--- src/sv/oqksd_pkg.sv ---
// Shared types and codes for the ordered key queue.
package oqksd_pkg;

    // Fixed port field widths
    localparam int CMD_W    = 2;
    localparam int KEY_W    = 16;
    localparam int HND_W    = 16;
    localparam int STATUS_W = 2;
    localparam int OCC_W    = 5;

    // Command codes
    localparam logic [CMD_W-1:0] CMD_INSERT = 2'd0;
    localparam logic [CMD_W-1:0] CMD_REMOVE = 2'd1;
    localparam logic [CMD_W-1:0] CMD_SEARCH = 2'd2;

    // Status codes
    localparam logic [STATUS_W-1:0] ST_DONE      = 2'd0;
    localparam logic [STATUS_W-1:0] ST_NOT_FOUND = 2'd1;
    localparam logic [STATUS_W-1:0] ST_FULL      = 2'd2;

    // Controller to datapath commands
    typedef struct packed {
        logic capture;  // latch command and register the key match vector
        logic commit;   // apply the update and load the result register
    } t_dp_ctl;

endpackage

--- src/sv/oqksd_ctrl.sv ---
// Controller state machine for the ordered key queue.
module oqksd_ctrl (
    input  logic             i_clk,
    input  logic             i_rst_n,
    input  logic             i_in_valid,
    output logic             o_in_ready,
    output logic             o_out_valid,
    input  logic             i_out_ready,
    output oqksd_pkg::t_dp_ctl o_ctl
);
    import oqksd_pkg::*;

    localparam logic S_IDLE   = 1'b0;
    localparam logic S_UPDATE = 1'b1;

    logic r_state, n_state;
    logic r_out_valid, n_out_valid;
    logic out_free;

    assign out_free   = !r_out_valid || i_out_ready;
    assign o_in_ready = (r_state == S_IDLE);

    always_comb begin
        n_state       = r_state;
        n_out_valid   = r_out_valid && !i_out_ready;
        o_ctl.capture = 1'b0;
        o_ctl.commit  = 1'b0;
        unique case (r_state)
            S_IDLE: begin
                if (i_in_valid) begin
                    o_ctl.capture = 1'b1;
                    n_state       = S_UPDATE;
                end
            end
            S_UPDATE: begin
                // hold until the result register can take the new result
                if (out_free) begin
                    o_ctl.commit = 1'b1;
                    n_out_valid  = 1'b1;
                    n_state      = S_IDLE;
                end
            end
            default: n_state = S_IDLE;
        endcase
    end

    always_ff @(posedge i_clk) begin
        if (!i_rst_n) begin
            r_state     <= S_IDLE;
            r_out_valid <= 1'b0;
        end else begin
            r_state     <= n_state;
            r_out_valid <= n_out_valid;
        end
    end

    assign o_out_valid = r_out_valid;

endmodule

--- src/sv/oqksd_dp.sv ---
// Datapath for the ordered key queue: entry cells, match logic, result register.
module oqksd_dp #(
    parameter int DEPTH        = 16,
    parameter int KEY_WIDTH    = 16,
    parameter int HANDLE_WIDTH = 16
) (
    input  logic                          i_clk,
    input  logic                          i_rst_n,
    input  oqksd_pkg::t_dp_ctl            i_ctl,
    input  logic [oqksd_pkg::CMD_W-1:0]   i_command,
    input  logic [oqksd_pkg::KEY_W-1:0]   i_key,
    input  logic [oqksd_pkg::HND_W-1:0]   i_handle,
    output logic [oqksd_pkg::STATUS_W-1:0] o_status,
    output logic [oqksd_pkg::HND_W-1:0]   o_found_handle,
    output logic [oqksd_pkg::OCC_W-1:0]   o_occupancy
);
    import oqksd_pkg::*;

    localparam int CW = $clog2(DEPTH + 1);

    // entry cells, oldest at index 0
    logic [KEY_WIDTH-1:0]    r_keys [DEPTH];
    logic [HANDLE_WIDTH-1:0] r_hnds [DEPTH];
    logic [KEY_WIDTH-1:0]    up_key [DEPTH];
    logic [HANDLE_WIDTH-1:0] up_hnd [DEPTH];
    logic [CW-1:0]           r_count, n_count;

    // captured command
    logic [CMD_W-1:0]        r_cmd;
    logic [KEY_WIDTH-1:0]    r_key;
    logic [HANDLE_WIDTH-1:0] r_hnd;
    logic [DEPTH-1:0]        r_match;

    logic [31:0]             key_ext;
    logic [31:0]             hnd_ext;
    logic [KEY_WIDTH-1:0]    key_in;
    logic [HANDLE_WIDTH-1:0] hnd_in;
    logic [DEPTH-1:0]        match_now;
    logic [DEPTH-1:0]        one;
    logic [DEPTH-1:0]        first;
    logic [DEPTH-1:0]        from_first;
    logic                    any_match;
    logic                    full;
    logic                    ins_we;
    logic                    rem_we;
    logic [HANDLE_WIDTH-1:0] sel_hnd;
    logic [32:0]             sel_ext;
    logic [32:0]             occ_ext;

    // result register
    logic [STATUS_W-1:0]     r_status, n_status;
    logic [HND_W-1:0]        r_found, n_found;

    assign key_ext = {16'd0, i_key};
    assign hnd_ext = {16'd0, i_handle};
    assign key_in  = key_ext[KEY_WIDTH-1:0];
    assign hnd_in  = hnd_ext[HANDLE_WIDTH-1:0];

    // parallel compare against every live cell
    always_comb begin
        for (int i = 0; i < DEPTH; i++) begin
            match_now[i] = (CW'(i) < r_count) && (r_keys[i] == key_in);
        end
    end

    // isolate the oldest match, and mark it plus every younger cell
    assign one        = {{(DEPTH-1){1'b0}}, 1'b1};
    assign first      = r_match & (~r_match + one);
    assign from_first = ~(first - one);
    assign any_match  = |r_match;
    assign full       = (r_count == CW'(DEPTH));
    assign ins_we     = i_ctl.commit && (r_cmd == CMD_INSERT) && !full;
    assign rem_we     = i_ctl.commit && (r_cmd == CMD_REMOVE) && any_match;

    always_comb begin
        sel_hnd = '0;
        for (int i = 0; i < DEPTH; i++) begin
            sel_hnd = sel_hnd | (r_hnds[i] & {HANDLE_WIDTH{first[i]}});
        end
    end

    assign sel_ext = {{(33-HANDLE_WIDTH){1'b0}}, sel_hnd};

    always_comb begin
        n_status = ST_NOT_FOUND;
        n_found  = '0;
        n_count  = r_count;
        unique case (r_cmd) inside
            CMD_INSERT: begin
                if (full) begin
                    n_status = ST_FULL;
                end else begin
                    n_status = ST_DONE;
                    n_count  = r_count + CW'(1);
                end
            end
            CMD_REMOVE, CMD_SEARCH: begin
                if (any_match) begin
                    n_status = ST_DONE;
                    n_found  = sel_ext[HND_W-1:0];
                    if (r_cmd == CMD_REMOVE) begin
                        n_count = r_count - CW'(1);
                    end
                end
            end
            default: n_status = ST_NOT_FOUND;
        endcase
    end

    // each cell loads the tail entry or shifts down from its younger neighbour
    for (genvar g = 0; g < DEPTH; g++) begin : g_cell
        if (g < DEPTH - 1) begin : g_up
            assign up_key[g] = r_keys[g+1];
            assign up_hnd[g] = r_hnds[g+1];
        end else begin : g_top
            assign up_key[g] = r_keys[g];
            assign up_hnd[g] = r_hnds[g];
        end

        always_ff @(posedge i_clk) begin
            if (ins_we && (r_count == CW'(g))) begin
                r_keys[g] <= r_key;
                r_hnds[g] <= r_hnd;
            end else if (rem_we && from_first[g]) begin
                r_keys[g] <= up_key[g];
                r_hnds[g] <= up_hnd[g];
            end
        end
    end

    always_ff @(posedge i_clk) begin
        if (i_ctl.capture) begin
            r_cmd   <= i_command;
            r_key   <= key_in;
            r_hnd   <= hnd_in;
            r_match <= match_now;
        end
        if (i_ctl.commit) begin
            r_status <= n_status;
            r_found  <= n_found;
        end
    end

    always_ff @(posedge i_clk) begin
        if (!i_rst_n) begin
            r_count <= '0;
        end else if (i_ctl.commit) begin
            r_count <= n_count;
        end
    end

    assign occ_ext        = {{(33-CW){1'b0}}, r_count};
    assign o_status       = r_status;
    assign o_found_handle = r_found;
    assign o_occupancy    = occ_ext[OCC_W-1:0];

endmodule

--- src/sv/ordered_queue_key_search_delete.sv ---
// Top level of the ordered key queue with search and remove by key.
//
// Holds an ordered queue of up to DEPTH entries, each a key and a handle, in
// a row of register cells with the oldest entry at cell 0. Each command runs
// as a compare step and then an update step: on the transfer of the input
// the key is compared against all live cells at once and the match vector
// is registered; then, once the output register is free, the oldest match
// is picked, the cells are updated (append at the tail, or shift the younger
// entries down one place to close the gap) and the result is loaded into
// the output register. A new command is taken as soon as the previous one has
// been loaded into the output register, even while that result still waits
// to be taken. A result is held back only while the
// output register is still occupied. Insert on a full queue reports full,
// remove or search with no match (or on an empty queue, or with the unused
// command code) reports not found with a zero handle; occupancy is the
// number of entries held after the command, kept to five bits. Keys and
// handles are used to KEY_WIDTH and HANDLE_WIDTH bits; duplicate keys are
// allowed and remove and search always act on the oldest.
module ordered_queue_key_search_delete #(
    parameter int DEPTH        = 16,
    parameter int KEY_WIDTH    = 16,
    parameter int HANDLE_WIDTH = 16
) (
    input  logic                           i_clk,
    input  logic                           i_rst_n,
    // input channel
    input  logic                           i_in_valid,
    output logic                           o_in_ready,
    input  logic [oqksd_pkg::CMD_W-1:0]    i_command,
    input  logic [oqksd_pkg::KEY_W-1:0]    i_key,
    input  logic [oqksd_pkg::HND_W-1:0]    i_handle,
    // result channel
    output logic                           o_out_valid,
    input  logic                           i_out_ready,
    output logic [oqksd_pkg::STATUS_W-1:0] o_status,
    output logic [oqksd_pkg::HND_W-1:0]    o_found_handle,
    output logic [oqksd_pkg::OCC_W-1:0]    o_occupancy
);
    import oqksd_pkg::*;

    t_dp_ctl dp_ctl;

    // sequence capture and commit, own the result valid flag
    oqksd_ctrl u_ctrl (
        .i_clk       (i_clk),
        .i_rst_n     (i_rst_n),
        .i_in_valid  (i_in_valid),
        .o_in_ready  (o_in_ready),
        .o_out_valid (o_out_valid),
        .i_out_ready (i_out_ready),
        .o_ctl       (dp_ctl)
    );

    // hold the entry cells, match and shift logic and the result payload
    oqksd_dp #(
        .DEPTH        (DEPTH),
        .KEY_WIDTH    (KEY_WIDTH),
        .HANDLE_WIDTH (HANDLE_WIDTH)
    ) u_dp (
        .i_clk          (i_clk),
        .i_rst_n        (i_rst_n),
        .i_ctl          (dp_ctl),
        .i_command      (i_command),
        .i_key          (i_key),
        .i_handle       (i_handle),
        .o_status       (o_status),
        .o_found_handle (o_found_handle),
        .o_occupancy    (o_occupancy)
    );

endmodule
--- config.mk ---
export PLATFORM = sky130hd
export DESIGN_NAME = ordered_queue_key_search_delete
export DESIGN_NICKNAME = d
export VERILOG_FILES = /design/src/sv/oqksd_pkg.sv /design/src/sv/oqksd_ctrl.sv /design/src/sv/oqksd_dp.sv /design/src/sv/ordered_queue_key_search_delete.sv
export SDC_FILE = /design/constraint.sdc
export NUM_CORES = 1
export LEC_CHECK = 0
export BUFFER_PORTS_ARGS = -buffer_cell sky130_fd_sc_hd__buf_4
export CAP_MARGIN = 20
export CORE_UTILIZATION = 55
export CTS_CLUSTER_DIAMETER = 120
export DETAILED_ROUTE_END_ITERATION = 10
export PLACE_DENSITY = 0.79
export SYNTH_ARGS = -nofsm -noshare
export SYNTH_HDL_FRONTEND = slang
export SYNTH_SLANG_ARGS = --single-unit
--- constraint.sdc ---
create_clock -name i_clk -period 8.2 [get_ports i_clk]
set_input_delay 0.41 -clock i_clk [delete_from_list [all_inputs] [get_ports i_clk]]
set_output_delay 0.41 -clock i_clk [all_outputs]
set_load 0.01 [all_outputs]
After elaboration in Yosys (flattened, before gate mapping)
Memory sizes are Yosys's and may differ from the RTL's. Cells that the tools add are included.

Register bits: 75. Logic and storage cells: 326. Output and inout bits: 25. Memories kept: 2. Bits of input ports: 38. Memory bits (writable): 512.

$lt $le $gt $ge: 16. Muxes and demuxes: 127. Reductions and logical operators: 64. Bitwise gates (word level): 67. Add/sub/neg operators: 4. Equal/unequal tests: 37.

Memories: u_dp.r_hnds (depth 16, bits a word 16, rd ports 16, clocked after memory_dff 0, wr ports 16, RTL line oqksd_dp.sv:23) `logic [HANDLE_WIDTH-1:0] r_hnds [DEPTH];`; u_dp.r_keys (depth 16, bits a word 16, rd ports 16, clocked after memory_dff 0, wr ports 16, RTL line oqksd_dp.sv:22) `logic [KEY_WIDTH-1:0] r_keys [DEPTH];`.

Operators with widths (count): two-way mux 16 bit (32); bitwise AND 16 bit (17); == test 16 bit (16); bitwise OR 16 bit (15); two-way mux 1 bit (88); logical AND 1 bit (53); == test 5 x 4 -> 1 bit, second input constant (8); < comparator 4 x 5 -> 1 bit, first input constant (8); NOT 16 bit (2); bitwise OR 1 bit (32); == test 5 x 3 -> 1 bit, second input constant (4); < comparator 3 x 5 -> 1 bit, first input constant (4); adder 16 x 1 -> 16 bit, second input constant (1); OR reduction 16 bit (1); subtractor 16 x 1 -> 16 bit, second input constant (1); two-way mux 5 bit (3); == test 5 x 2 -> 1 bit, second input constant (2); < comparator 1 x 5 -> 1 bit, first input constant (2); < comparator 2 x 5 -> 1 bit, first input constant (2); case mux 5 bit (2 select lines) (1); adder 5 x 1 -> 5 bit, second input constant (1); == test 5 x 1 -> 1 bit, second input constant (1); == test 5 bit, second input constant (1); zero test 5 bit (1); other kinds (16) (19).

Longest topological paths before layout
Word-level depth: 19. Mapped depth: 9. Depth with buffers taken out: 6.

Cells and area by module
From an unflattened synthesis, not the netlist that was laid out.

Cells, all modules: 2026. Area total of the unflattened synthesis: 29684.7 µm².

Modules (own cells, without submodules): oqksd_dp (area each 29582.1 µm², sequential area each 17516.8 µm², times used 1, cells each 2017); oqksd_ctrl (area each 102.6 µm², sequential area each 40.0 µm², times used 1, cells each 9).

Least setup slack after synthesis
No wires, ideal clock.

Path type: flip-flop to flip-flop. Start: register u_dp.r_count[1], in the netlist u_dp.o_occupancy[1]. End: memory u_dp.r_hnds[15][0], in the netlist u_dp.r_hnds[1][112], enable pin. Arrival time: 4045 ps. Clock period less this slack: 4546 ps. Slack: 3654 ps. Buffers on the path: 1. Stages on the path, launching flop included: 4. Cell sequence: dfxtp_1 -> clkbuf_1 -> nand2_1 -> nor4_1.

RTL lines: start, declared (RTL line oqksd_dp.sv:26) `logic [CW-1:0] r_count, n_count;`; start signal, assigned (RTL line oqksd_dp.sv:148) `r_count <= n_count;`; end, declared (RTL line oqksd_dp.sv:23).

==> metrics.csv <==
stage;metric;value;unit
drt;post-route-drc-count;0;
power;power.density;206.2;nW/um^2
power;p_sw_share;23.63;%
drt;drt-initial-drc-count;2062;
timing;min_period_over_period;53.09;%
floorplanning;dieArea;54340;sq um
synth;syn_nets;2078;
setup_path;worstPathArrival;4.71;ns
drt;met2_length;36190;um
drt;dr.pass1.iters;5;
drt;routed-via-count;18083;
final_layout;drive_above_1_share;32.55;%
floorplanning;fp.coreArea;52660;sq um
clocking;cts_max_path_buffers;3;
timing;finalSetupTns;0;ns
place;dpl.cell_count;2643;
clocking;ctsResizeCount;0;
setup_path;crit_fanout;36;
timing;grt_setup_unrepaired;no;
grt;grt_max_degree;38;
setup_path;cpLargestDelayFamily;simple AND/OR/NAND/NOR gates;
final_layout;final_common_cell;edfxtp_1;
synth;synthArstFlopShare;0;%
setup_path;worst_path_largest_cell_delay;1.01;ns
floorplanning;io_pins;63;
setup_path;endpoint_kind;flip-flop;
timing;setup_viol;0;
timing;tightest_slew;1.107;ns
timing;finalHoldViolCount;0;
clocking;cts_tree;done;
grt;groute.usage.overall;28.13;%
timing;slew_violations;0;
synth;synth_ff_type;edfxtp_1;
run_status;outcome;finished clean;
power;p_switching;1.589;mW
timing;slew_headroom;25.91;%
place;hpwl;49170;um
synth;synth-seq-cells;587;
clocking;clk_pin_slew;0.06;ns
synth;synth_top_area_share;59.29;%
setup_path;crit_type;flip-flop to flip-flop;
drt;wl;75900;um
synth;yosys_warnings;0;
grt;antenna_found_initial;0;
final_layout;num_antenna_cells;0;
power;p_comb_share;8.9;%
power;seqPwrFrac;52.7;%
floorplanning;initial_core_util;55.79;%
setup_path;cp-start-kind;flip-flop;
synth;yosys-top-cells-area;edfxtp_1 59%, mux2_2 17%, xnor2_1 3.9%;
timing;skew;0.02760;ns
timing;min_period;4.353;ns
setup_path;path_cells;nor3_2 -> and4_1 -> a21oi_1 -> o211ai_1 -> buf_4 -> mux2_2;
clocking;cts_made_buffers;58;
synth;synth_cell_type_count;57;
power;p_leak;10.65;nW
setup_path;required;8.56;ns
drt;wl_met3;6013;um
clocking;post_cts_buffers;0;
power;internal_power;5.138;mW
timing;clock.fmax;229.7;MHz
synth;synth_edf_count;580;
timing;whs;0.07058;ns
drt;highest_layer;met4;
final_layout;design_area;32620;sq um
place;globalplace.congestion;0.8556;
setup_path;slowest_stage;nor3_2;
drt;ant_nets;0;
power;ir_worst_vdd;182.9;uV
grt;first_global_vias;18206;
place;dpl_cell_area;30370;sq um
floorplanning;die_w;233.1;um
setup_path;cp_num_buf_inv;1;
synth;ys_seq_area_share;59.77;%
drt;wl_per_cell;27.30;um
clocking;hold_buffers;18;
floorplanning;row_count;84;
grt;overflow;0;
place;port_buffers;62;
final_layout;final_nets;2091;
floorplanning;die_height;233.1;um
min_path;hp-class;input port to flip-flop;
clocking;h-tree-depth;2;
final_layout;layout_common_cells;580 x edfxtp_1, 443 x mux2_2, 130 x xnor2_1, 127 x xor2_1, 91 x buf_4;
final_layout;area_growth_syn_to_layout;11.06;%
drt;via_per_inst;6.505;
flow_run;max-cap-violations;0;
final_layout;instances_no_fill;2780;
synth;synth.avg_cell_area;14.46;sq um
clocking;cts.sinks;587;
synth;yosysTopAreaCell;edfxtp_1;
clocking;clk_latency;0.63;ns
grt;grt_pass1_wl;113400;um
clocking;root_buffer;clkbuf_16;
synth;synth_cells;2032;
drt;wl_met1;29910;um
power;clkPwrFrac;38.4;%
synth;syn-cell-area;29370;sq um
power;p_total;6.727;mW
[metrics by stage]
step                      utilization (%)  worst slack [ns]
after floorplan                         -             3.654
after global placement              57.63             4.096
after detailed placement            57.68             4.010
after CTS                           61.42             3.993
after global routing                61.95             3.635
final                               61.95             3.847
[layout make-up]
type / count / area [sq um]
Clock buffer: 67 / 1506
Clock inverter: 40 / 285.3
Fill cell: 3776 / 20030
Inverter: 7 / 26.28
Multi-Input combinational cell: 1270 / 11220
Sequential cell: 587 / 17560
Tap cell: 688 / 860.8
Timing Repair Buffer: 121 / 1164
[Yosys cell counts, drive strengths merged (38+ instances only)]
master,number
nor2b,38
nor4,39
clkbuf,109
edfxtp,580
buf,59
a21oi,45
nand2,57
xor2,127
o21ai,65
a22oi,48
mux2,480
xnor2,130
[worst paths after layout]
check / from / endpoint / slack (ns) / depth (start not counted)
setup / recovery: u_dp.r_match[9]$_DFFE_PP_ / u_dp.r_hnds[1][25]$_DFFE_PP_ / 3.85 / 6
hold / removal: i_in_valid / u_ctrl.r_state$_SDFF_PN0_ / 0.07 / 3
setup reg to reg: u_dp.r_match[9]$_DFFE_PP_ / u_dp.r_hnds[1][25]$_DFFE_PP_ / 3.85 / 6
hold reg to reg: u_dp.r_hnds[0][87]$_DFFE_PP_ / u_dp.r_hnds[0][71]$_DFFE_PP_ / 0.57 / 1
[cell families after synthesis]
logic type	share of synthesized area, %
xor+xnor	7.663
buf+inv	2.654
fa+ha+maj	0.3408
simple gates	5.197
mux	18.82
flops	59.77
compound gates	5.559
[state kept, by name, indices dropped and copies added (netlist names)]
| name | cells |
|---|---|
| u_dp.r_hnds | 256 |
| u_dp.r_keys | 256 |
| u_dp.o_found_handle | 16 |
| u_dp.r_hnd | 16 |
| u_dp.r_key | 16 |
| u_dp.r_match | 16 |
| u_dp.o_occupancy | 5 |
| u_dp.o_status | 2 |
| u_dp.r_cmd | 2 |
| u_ctrl.o_out_valid | 1 |
| u_ctrl.r_state | 1 |
[per-layer routing]
metal	global-route usage, %	vias to the layer above
li1	-	7796
met1	36.77	9230
met2	44.89	870
met3	5.347	187
met4	14.11	0
met5	0	-
[worst min-delay path, cell delays in order]
cell     delay, ns
buf_4         0.09
o21ai_0       0.07
nor2_1        0.08
[power groups by stage]
stage	Combinational (mW)	Sequential [mW]	Clock, mW
6_report	0.597	3.54	2.59
5_1_grt	0.637	3.55	2.71
4_1_cts	0.579	3.54	2.60
3_5_place_dp	0.569	3.60	0
3_3_place_gp	0.548	3.60	0
2_1_floorplan	0.438	3.53	0
(Power assumes the default switching activity.)
